[config.mk]
export PLATFORM = sky130hd
export DESIGN_NAME = sha0_byte_stream_hash_flat
export DESIGN_NICKNAME = d
export VERILOG_FILES = /design/src/hdl/s0h_pkg.sv /design/src/hdl/s0h_chan_if.sv /design/src/hdl/sha0_byte_stream_hash.sv /design/src/flat_wrapper.sv
export SDC_FILE = /design/constraint.sdc
export NUM_CORES = 2
export LEC_CHECK = 0
export ABC_AREA = 1
export BUFFER_PORTS_ARGS = -buffer_cell sky130_fd_sc_hd__buf_2
export CORE_MARGIN = 1
export CORE_UTILIZATION = 47
export DETAILED_ROUTE_END_ITERATION = 12
export GPL_ROUTABILITY_DRIVEN = 0
export PLACE_DENSITY_LB_ADDON = 0.3
export SETUP_SLACK_MARGIN = 0.3
export SLEW_MARGIN = 20
export SYNTH_ARGS = -nofsm -noshare
export SYNTH_HDL_FRONTEND = slang
export SYNTH_SLANG_ARGS = --single-unit
export TNS_END_PERCENT = 20
[constraint.sdc]
create_clock -name clk -period 12.25 [get_ports clk]
set_clock_uncertainty 0.15 [all_clocks]
set_input_delay 1.8375 -clock clk [delete_from_list [all_inputs] [get_ports clk]]
set_output_delay 1.8375 -clock clk [all_outputs]
set_load 0.02 [all_outputs]
[src/hdl/s0h_pkg.sv]
// s0h_pkg: shared types, codes and constants of the sha-0 byte stream hash
`default_nettype none
package s0h_pkg;

  typedef logic [1:0]  cmd_t;
  typedef logic [7:0]  byte_t;
  typedef logic [31:0] word_t;
  typedef logic [2:0]  widx_t;

  // command codes
  localparam cmd_t CMD_ABSORB  = 2'd0;
  localparam cmd_t CMD_FINISH  = 2'd1;
  localparam cmd_t CMD_RESTART = 2'd2;

  // sequencer states
  localparam logic [2:0] ST_IDLE = 3'd0;
  localparam logic [2:0] ST_PAD  = 3'd1;
  localparam logic [2:0] ST_COMP = 3'd2;
  localparam logic [2:0] ST_FOLD = 3'd3;
  localparam logic [2:0] ST_OUT  = 3'd4;

  localparam word_t IV0 = 32'h67452301;
  localparam word_t IV1 = 32'hEFCDAB89;
  localparam word_t IV2 = 32'h98BADCFE;
  localparam word_t IV3 = 32'h10325476;
  localparam word_t IV4 = 32'hC3D2E1F0;

  localparam word_t K0 = 32'h5A827999;
  localparam word_t K1 = 32'h6ED9EBA1;
  localparam word_t K2 = 32'h8F1BBCDC;
  localparam word_t K3 = 32'hCA62C1D6;

  localparam byte_t PAD_BYTE = 8'h80;

  localparam logic [6:0] FILL_LAST = 7'd63;
  localparam logic [6:0] FILL_LEN  = 7'd56;
  localparam logic [6:0] FILL_FULL = 7'd64;

  localparam logic [6:0] RND_20   = 7'd20;
  localparam logic [6:0] RND_40   = 7'd40;
  localparam logic [6:0] RND_60   = 7'd60;
  localparam logic [6:0] RND_LAST = 7'd79;

  localparam widx_t WIDX_LAST = 3'd4;

endpackage
`default_nettype wire

[src/hdl/s0h_chan_if.sv]
// s0h_chan_if: valid/ready channel interfaces for command beats and digest beats
`default_nettype none
interface s0h_in_if;
  import s0h_pkg::*;
  logic  valid;
  logic  ready;
  cmd_t  cmd;
  byte_t data_byte;

  modport source (output valid, output cmd, output data_byte, input ready);
  modport sink   (input valid, input cmd, input data_byte, output ready);
endinterface

interface s0h_out_if;
  import s0h_pkg::*;
  logic  valid;
  logic  ready;
  word_t digest_word;
  widx_t word_index;
  logic  last_word;
  logic  ok;

  modport source (output valid, output digest_word, output word_index,
                  output last_word, output ok, input ready);
  modport sink   (input valid, input digest_word, input word_index,
                  input last_word, input ok, output ready);
endinterface
`default_nettype wire

[src/hdl/sha0_byte_stream_hash.sv]
// sha0_byte_stream_hash: streaming sha-0 engine with one shared round unit
`default_nettype none
// Streaming SHA-0 digest engine. Command beats come in on in_ch: absorb a byte,
// finish (pad and read the digest) or restart. An absorb beat is taken while
// idle; the byte that fills a 64-byte block starts the compression, which runs
// the single round unit through every round and then folds into the chaining
// words, so in_ch.ready is low after every 64th byte until the fold is done. A
// first finish writes 0x80 with the finish beat, then the rest of the padding
// one byte per cycle, with a step to start each compression, and runs two
// compressions when the length spills into a second block, else one; it then
// returns five digest beats, word 0 first, last_word on the fifth; a finish
// after that returns the same five beats again without new padding. A corrupted
// hash (a byte after finish, or a bit count wrapping past 2^64) answers a finish
// with one beat with ok low. Restart and cmd 3 return nothing.
// No command is taken while digest beats are being sent.
module sha0_byte_stream_hash (
  input  wire             clk,
  input  wire             rst_n,
  s0h_in_if.sink          in_ch,
  s0h_out_if.source       out_ch
);
  import s0h_pkg::*;

  // sequencer and hash state
  logic [2:0]  state_r, state_nxt;
  logic [6:0]  fill_r, fill_nxt;
  logic [63:0] bc_r, bc_nxt;
  logic        fin_r, fin_nxt;
  logic        cor_r, cor_nxt;
  logic        pad_r, pad_nxt;     // padding in progress
  logic        len_r, len_nxt;     // length bytes being written
  logic [6:0]  rnd_r, rnd_nxt;
  widx_t       idx_r, idx_nxt;
  word_t       chain_r [5];
  word_t       chain_nxt [5];

  // round unit working registers and message window
  word_t a_r, b_r, c_r, d_r, e_r;
  word_t w_r [16];

  logic        wr_en;
  byte_t       wr_byte;
  logic        start;
  logic        shift_en;
  logic [64:0] bc_sum;
  byte_t       len_byte;
  word_t       f_val, k_val, t_val, w_new;
  logic        acc;

  assign acc      = in_ch.valid && in_ch.ready;
  assign bc_sum   = {1'b0, bc_r} + 65'd8;
  // big-endian bit count byte for buffer position 56 + j
  assign len_byte = bc_r[{~fill_r[2:0], 3'b000} +: 8];
  assign w_new    = w_r[13] ^ w_r[8] ^ w_r[2] ^ w_r[0];

  // round function and constant by round group
  always_comb begin
    priority if (rnd_r < RND_20) begin
      f_val = (b_r & c_r) | (~b_r & d_r);
      k_val = K0;
    end else if (rnd_r < RND_40) begin
      f_val = b_r ^ c_r ^ d_r;
      k_val = K1;
    end else if (rnd_r < RND_60) begin
      f_val = (b_r & c_r) | (b_r & d_r) | (c_r & d_r);
      k_val = K2;
    end else begin
      f_val = b_r ^ c_r ^ d_r;
      k_val = K3;
    end
  end

  assign t_val = {a_r[26:0], a_r[31:27]} + f_val + e_r + w_r[0] + k_val;

  // sequencer
  always_comb begin
    state_nxt = state_r;
    fill_nxt  = fill_r;
    bc_nxt    = bc_r;
    fin_nxt   = fin_r;
    cor_nxt   = cor_r;
    pad_nxt   = pad_r;
    len_nxt   = len_r;
    rnd_nxt   = rnd_r;
    idx_nxt   = idx_r;
    for (int i = 0; i < 5; i++) chain_nxt[i] = chain_r[i];
    wr_en     = 1'b0;
    wr_byte   = in_ch.data_byte;
    start     = 1'b0;
    shift_en  = 1'b0;

    unique case (state_r)
      ST_IDLE: begin
        if (acc) begin
          unique case (in_ch.cmd)
            CMD_ABSORB: begin
              if (fin_r || cor_r) begin
                // byte after finish or after a fault is dropped
                cor_nxt = 1'b1;
              end else begin
                wr_en    = 1'b1;
                fill_nxt = fill_r + 7'd1;
                bc_nxt   = bc_sum[63:0];
                if (bc_sum[64]) cor_nxt = 1'b1;
                if (fill_r == FILL_LAST) begin
                  start     = 1'b1;
                  state_nxt = ST_COMP;
                end
              end
            end
            CMD_FINISH: begin
              priority if (cor_r || fin_r) begin
                idx_nxt   = '0;
                state_nxt = ST_OUT;
              end else begin
                // first padding byte goes in with the finish beat
                wr_en     = 1'b1;
                wr_byte   = PAD_BYTE;
                fill_nxt  = fill_r + 7'd1;
                pad_nxt   = 1'b1;
                len_nxt   = 1'b0;
                state_nxt = ST_PAD;
              end
            end
            CMD_RESTART: begin
              chain_nxt[0] = IV0;
              chain_nxt[1] = IV1;
              chain_nxt[2] = IV2;
              chain_nxt[3] = IV3;
              chain_nxt[4] = IV4;
              fill_nxt     = '0;
              bc_nxt       = '0;
              fin_nxt      = 1'b0;
              cor_nxt      = 1'b0;
            end
            default: ;
          endcase
        end
      end
      ST_PAD: begin
        priority if (fill_r == FILL_FULL) begin
          start     = 1'b1;
          state_nxt = ST_COMP;
        end else if (len_r || fill_r == FILL_LEN) begin
          wr_en    = 1'b1;
          wr_byte  = len_byte;
          fill_nxt = fill_r + 7'd1;
          len_nxt  = 1'b1;
        end else begin
          wr_en    = 1'b1;
          wr_byte  = '0;
          fill_nxt = fill_r + 7'd1;
        end
      end
      ST_COMP: begin
        shift_en = 1'b1;
        rnd_nxt  = rnd_r + 7'd1;
        if (rnd_r == RND_LAST) state_nxt = ST_FOLD;
      end
      ST_FOLD: begin
        chain_nxt[0] = chain_r[0] + a_r;
        chain_nxt[1] = chain_r[1] + b_r;
        chain_nxt[2] = chain_r[2] + c_r;
        chain_nxt[3] = chain_r[3] + d_r;
        chain_nxt[4] = chain_r[4] + e_r;
        fill_nxt     = '0;
        priority if (pad_r && len_r) begin
          fin_nxt   = 1'b1;
          pad_nxt   = 1'b0;
          len_nxt   = 1'b0;
          idx_nxt   = '0;
          state_nxt = ST_OUT;
        end else if (pad_r) begin
          state_nxt = ST_PAD;
        end else begin
          state_nxt = ST_IDLE;
        end
      end
      ST_OUT: begin
        if (out_ch.ready) begin
          if (out_ch.last_word) state_nxt = ST_IDLE;
          else idx_nxt = idx_r + 3'd1;
        end
      end
      default: state_nxt = ST_IDLE;
    endcase
  end

  always_ff @(posedge clk) begin
    if (!rst_n) begin
      state_r    <= ST_IDLE;
      fill_r     <= '0;
      bc_r       <= '0;
      fin_r      <= 1'b0;
      cor_r      <= 1'b0;
      pad_r      <= 1'b0;
      len_r      <= 1'b0;
      rnd_r      <= '0;
      idx_r      <= '0;
      chain_r[0] <= IV0;
      chain_r[1] <= IV1;
      chain_r[2] <= IV2;
      chain_r[3] <= IV3;
      chain_r[4] <= IV4;
    end else begin
      state_r <= state_nxt;
      fill_r  <= fill_nxt;
      bc_r    <= bc_nxt;
      fin_r   <= fin_nxt;
      cor_r   <= cor_nxt;
      pad_r   <= pad_nxt;
      len_r   <= len_nxt;
      rnd_r   <= start ? 7'd0 : rnd_nxt;
      idx_r   <= idx_nxt;
      for (int i = 0; i < 5; i++) chain_r[i] <= chain_nxt[i];
    end
  end

  // round registers: loaded from the chaining words, one round per cycle
  always_ff @(posedge clk) begin
    if (start) begin
      a_r <= chain_r[0];
      b_r <= chain_r[1];
      c_r <= chain_r[2];
      d_r <= chain_r[3];
      e_r <= chain_r[4];
    end else if (shift_en) begin
      a_r <= t_val;
      b_r <= a_r;
      c_r <= {b_r[1:0], b_r[31:2]};
      d_r <= c_r;
      e_r <= d_r;
    end
  end

  // block buffer as sixteen big-endian words; doubles as the schedule window
  always_ff @(posedge clk) begin
    if (shift_en) begin
      for (int i = 0; i < 15; i++) w_r[i] <= w_r[i+1];
      w_r[15] <= w_new;
    end else if (wr_en) begin
      w_r[fill_r[5:2]][{~fill_r[1:0], 3'b000} +: 8] <= wr_byte;
    end
  end

  assign in_ch.ready        = (state_r == ST_IDLE);
  assign out_ch.valid       = (state_r == ST_OUT);
  assign out_ch.digest_word = cor_r ? '0 : chain_r[idx_r];
  assign out_ch.word_index  = cor_r ? '0 : idx_r;
  assign out_ch.last_word   = cor_r || (idx_r == WIDX_LAST);
  assign out_ch.ok          = !cor_r;

  // checks
  a_no_overlap: assert property (@(posedge clk) disable iff (!rst_n)
    out_ch.valid |-> !in_ch.ready)
    else $error("command taken while digest beats pending");

  a_fill_range: assert property (@(posedge clk) disable iff (!rst_n)
    fill_r <= FILL_FULL)
    else $error("block fill beyond 64 bytes");

  a_idle_fill: assert property (@(posedge clk) disable iff (!rst_n)
    state_r == ST_IDLE |-> fill_r < FILL_FULL)
    else $error("full block left uncompressed in idle");

  a_restart: assert property (@(posedge clk) disable iff (!rst_n)
    acc && in_ch.cmd == CMD_RESTART |=> fill_r == 7'd0 && !cor_r && !fin_r)
    else $error("restart did not clear hash state");

endmodule
`default_nettype wire
[src/flat_wrapper.sv]
// flat-port wrapper written by rule: the top's interface ports become plain ports
module sha0_byte_stream_hash_flat import s0h_pkg::*;
  (clk, rst_n, in_ch_valid, in_ch_cmd, in_ch_data_byte, in_ch_ready, out_ch_valid, out_ch_digest_word, out_ch_word_index, out_ch_last_word, out_ch_ok, out_ch_ready);
  s0h_in_if in_ch_i ();
  s0h_out_if out_ch_i ();
  input  wire clk;
  input  wire rst_n;
  input wire logic [$bits(in_ch_i.valid)-1:0] in_ch_valid;
  input wire logic [$bits(in_ch_i.cmd)-1:0] in_ch_cmd;
  input wire logic [$bits(in_ch_i.data_byte)-1:0] in_ch_data_byte;
  output wire logic [$bits(in_ch_i.ready)-1:0] in_ch_ready;
  output wire logic [$bits(out_ch_i.valid)-1:0] out_ch_valid;
  output wire logic [$bits(out_ch_i.digest_word)-1:0] out_ch_digest_word;
  output wire logic [$bits(out_ch_i.word_index)-1:0] out_ch_word_index;
  output wire logic [$bits(out_ch_i.last_word)-1:0] out_ch_last_word;
  output wire logic [$bits(out_ch_i.ok)-1:0] out_ch_ok;
  input wire logic [$bits(out_ch_i.ready)-1:0] out_ch_ready;
  assign in_ch_i.valid = in_ch_valid;
  assign in_ch_i.cmd = in_ch_cmd;
  assign in_ch_i.data_byte = in_ch_data_byte;
  assign in_ch_ready = in_ch_i.ready;
  assign out_ch_valid = out_ch_i.valid;
  assign out_ch_digest_word = out_ch_i.digest_word;
  assign out_ch_word_index = out_ch_i.word_index;
  assign out_ch_last_word = out_ch_i.last_word;
  assign out_ch_ok = out_ch_i.ok;
  assign out_ch_i.ready = out_ch_ready;
  sha0_byte_stream_hash u_core (.clk(clk), .rst_n(rst_n), .in_ch(in_ch_i), .out_ch(out_ch_i));
endmodule
==> flow_summary_export.csv <==
group,metric,value,unit
layout,multi_input_area,30500,sq um
setup_path,critPathSlowestCell,"dfxtp_2",
clocking,cts_resized,0,
power_and_ir_drop,powerDensity,107,nW/um^2
yosys,muxShareOfSynthArea,0,%
route,drt-met1-wl,81300,um
clocking,tritoncts,"yes",
yosys,synthAdderAreaFrac,8.77,%
route,ant_nets,0,
floorplanning,die_y,362,um
clocking,clock_tree.htree_level_count,3,
yosys,syn_area_per_cell,7.51,sq um
setup_path,worstSetupPathType,"flop to output port",
sta,relSlewSlack,23.0,%
place,portBuffers,52,
route,routed.top_layer,"met5",
floorplanning,die_x,362,um
clocking,clkTransAtPathRegs,0.06,ns
floorplanning,io_pins,53,
layout,layout_commonest_cell,"nand2_1",
setup_path,worstReg2RegEnd,"u_core.a_r[24]",
setup_path,r2r_slack,6.53,ns
setup_path,critPathMaxFanout,45,
setup_path,cp.buffers_inverters,4,
layout,final_cell_mix,"2712 x nand2_1, 1013 x inv_1, 672 x edfxtp_1, 514 x nor2_1, 507 x o21ai_0",
setup_path,slowest_delay,0.81,ns
setup_path,rr_startpoint,"u_core.rnd_r[6]",
setup_path,r2r_cells,23,
grt,grt_pass1_wl,319000,um
sta,timing.final.ws_setup,6.29,ns
setup_path,crit_chain,"clkinv_1, buf_4, nor2_1, o22ai_1, o21ai_0, inv_1, buf_2",
setup_path,worstPathArrival,3.97,ns
yosys,synth_cells,8124,
yosys,synth_area,61000,sq um
clocking,cts_root_buf,"clkbuf_16",
sta,period_share,48.7,%
route,drt-total-wl,212000,um
yosys,synth_compound_area_share,11.6,%
route,dr_wl_met2,89900,um
worst_hold_path,whs_path_depth,2,
layout,drive_gt1_share,5.46,%
clocking,cts_sinks,920,
clocking,cts_buffers,102,
layout,area_growth,7.88,%
floorplanning,num_rows,131,
grt,grt_pass1_vias,52300,
yosys,synth_top_family_by_area,"simple AND/OR/NAND/NOR gates",
place,hpwlAfterDp,158000,um
power_and_ir_drop,p_total,7.04,mW
yosys,synth_cell_type_count,59,
sta,setup_viol,0,
clocking,post_cts_buffers,0,
worst_hold_path,worstHoldStart,"u_core.bc_r[62]",
yosys,synth_xor_area_share,2.11,%
place,pre_cts_ws,6.70,ns
route,drt_iter0_markers,7271,
clocking,clock_latency,0.76,ns
route,wl_per_cell,21.5,um
yosys,synth_flop_cell,"edfxtp_1",
power_and_ir_drop,p_leak,29.1,nW
layout,regArea,25100,sq um
sta,fin_crit,5.96,ns
yosys,ys_ff_latch,920,
sta,rsz0062_at_grt,"no",
run,drv_cap,0,
clocking,postCtsHoldBufs,0,
clocking,clock_path_buffers,3,
route,drt-vias-per-instance,5.69,
layout,fillCellCount,12300,
sta,finalHoldViolCount,0,
setup_path,cpLargestDelayFamily,"buffers and inverters",
setup_path,cp_data_required_time,10.26,ns
setup_path,startpoint_type,"flop",
layout,final_nets,8396,
worst_hold_path,hold_path_class,"flop to flop",
worst_hold_path,hold_end,"u_core.bc_r[62]",
yosys,syn_nets,8491,
floorplanning,initial_core_util,47.6,%
route,dr_total_vias,56100,
yosys,ys_async_sr_fraction,0,%
grt,grtUsageTotal,31.9,%
grt,grt_max_degree,111,
yosys,synth-simple-area-share,27.5,%
floorplanning,core-area,128000,sq um
yosys,synth_edf_count,672,
sta,drv_slew,0,
route,first_pass_iters,10,
power_and_ir_drop,ir_worst_vdd,0.138,mV
sta,finalSetupTns,0,ns
route,remaining_drc_errors,0,
grt,antenna_found_initial,10,
yosys,synth_warnings,0,
status,status,"finished, final reports clean",
route,dr_wl_met3,24500,um
setup_path,endpoint_kind,"output port",
sta,fmax,168,MHz
floorplanning,dieArea,131000,sq um
yosys,seq_area_frac_synth,41.2,%
sta,tightest_slew,1.16,ns
grt,overflow,0,
## layout make-up
class	count	area share, %
diodes	3	0.0114
clock buffers	134	4.19
clock inverters	59	1.04
inverters	1075	6.15
multi-input cells	5850	46.4
flip-flops and latches	920	38.2
well taps	1729	3.29
repair buffers	80	0.734
## how the worst max path moves through the flow
stage / start / to / slack (ns) / cells past startpoint
after floorplan: in_ch_valid / u_core.a_r[0] / 5.65 / 5
after global placement: u_core.rnd_r[6] / u_core.a_r[31] / 6.66 / 26
after detailed placement: u_core.rnd_r[6] / u_core.a_r[31] / 6.70 / 26
after CTS: flop / out_ch_digest_word[0] / 6.46 / 9
after global routing: flop / out_ch_digest_word[0] / 6.14 / 9
final: flop / out_ch_digest_word[22] / 6.29 / 7
## routing by layer
metal | vias up | track usage, %
li1 | 26300 | -
met1 | 26000 | 41.1
met2 | 3080 | 48.0
met3 | 771 | 7.47
met4 | 12 | 21.0
met5 | - | 0
## worst register-to-register path, stage by stage (launching register included)
cell,delay (ns)
dfxtp_1,0.34
inv_1,0.13
nand3_1,0.29
nand2_1,0.16
buf_4,0.40
nand2_1,0.11
buf_4,0.27
o22ai_1,0.16
nor2_1,0.08
fa_1,0.51
fa_1,0.51
inv_1,0.05
fa_1,0.48
inv_1,0.05
ha_1,0.38
nand3_1,0.12
nand2_1,0.12
inv_1,0.04
o21ai_0,0.51
nand3_1,0.28
nand3_1,0.15
nand2_1,0.06
nand3_1,0.06
nand2_1,0.06
## cell usage after synthesis, drive strengths merged (2+ instances only)
library cell | count | area (sq um)
nand3 | 435 | 2230
a211oi | 23 | 173
ha | 229 | 2870
o21a | 2 | 15.0
nor4 | 10 | 62.6
nor3b | 6 | 45.0
fa | 124 | 2480
dfxtp | 248 | 4960
o221ai | 9 | 78.8
xor2 | 64 | 561
or2 | 26 | 163
clkbuf | 114 | 429
nor2 | 557 | 2320
a31oi | 3 | 33.8
and3 | 10 | 62.6
a21o | 6 | 45.0
a22oi | 6 | 45.0
and2 | 16 | 101
nand3b | 12 | 90.1
o211ai | 16 | 120
xnor2 | 83 | 727
a21oi | 452 | 2260
inv | 1073 | 4030
o22ai | 30 | 188
nand4 | 118 | 867
buf | 165 | 906
clkinv | 2 | 7.51
nor3 | 80 | 415
o21ai | 755 | 3820
edfxtp | 672 | 20200
nand2 | 2743 | 10400
o21bai | 31 | 233
## sequential cells by signal, indices dropped and copies added, names as in the netlist, 7 cells and up, named ones only
name and flops:
u_core.fill_r 7, u_core.a_r 32, u_core.d_r 32, u_core.rnd_r 7, u_core.chain_r 160, u_core.bc_r 61, u_core.w_r 512, u_core.e_r 32
u_core.c_r 32, u_core.b_r 32
## metrics by stage
step | cells | area, sq um | hold slack (ns) | utilization [%]
after floorplan | 8124 | 61000 | 0.307 | -
after global placement | 9654 | 62300 | 0.319 | 48.6
after detailed placement | 9654 | 62300 | 0.324 | 48.6
after CTS | 9847 | 65800 | 0.333 | 51.3
after global routing | 9848 | 65800 | 0.351 | 51.3
final | 9850 | 65800 | 0.330 | 51.3
## power breakdown
| part | switching, mW | internal (mW) | total [mW] |
|---|---|---|---|
| clock network | 1.40 | 1.83 | 3.23 |
| registers | 0.0263 | 3.32 | 3.35 |
| logic | 0.351 | 0.113 | 0.464 |
## kinds of logic (layout without fill, tap and decap cells)
family                   after synthesis  in the layout
adder cells (fa/ha/maj)              353            353
AO/OA/AOI/OAI                       1337           1337
other                                  0              3
buffers and inverters               1354           1348
flip-flops                           920            920
AND/OR/NAND/NOR                     4013           4013
XOR/XNOR                             147            147
Power figures use the tool's default switching activity.
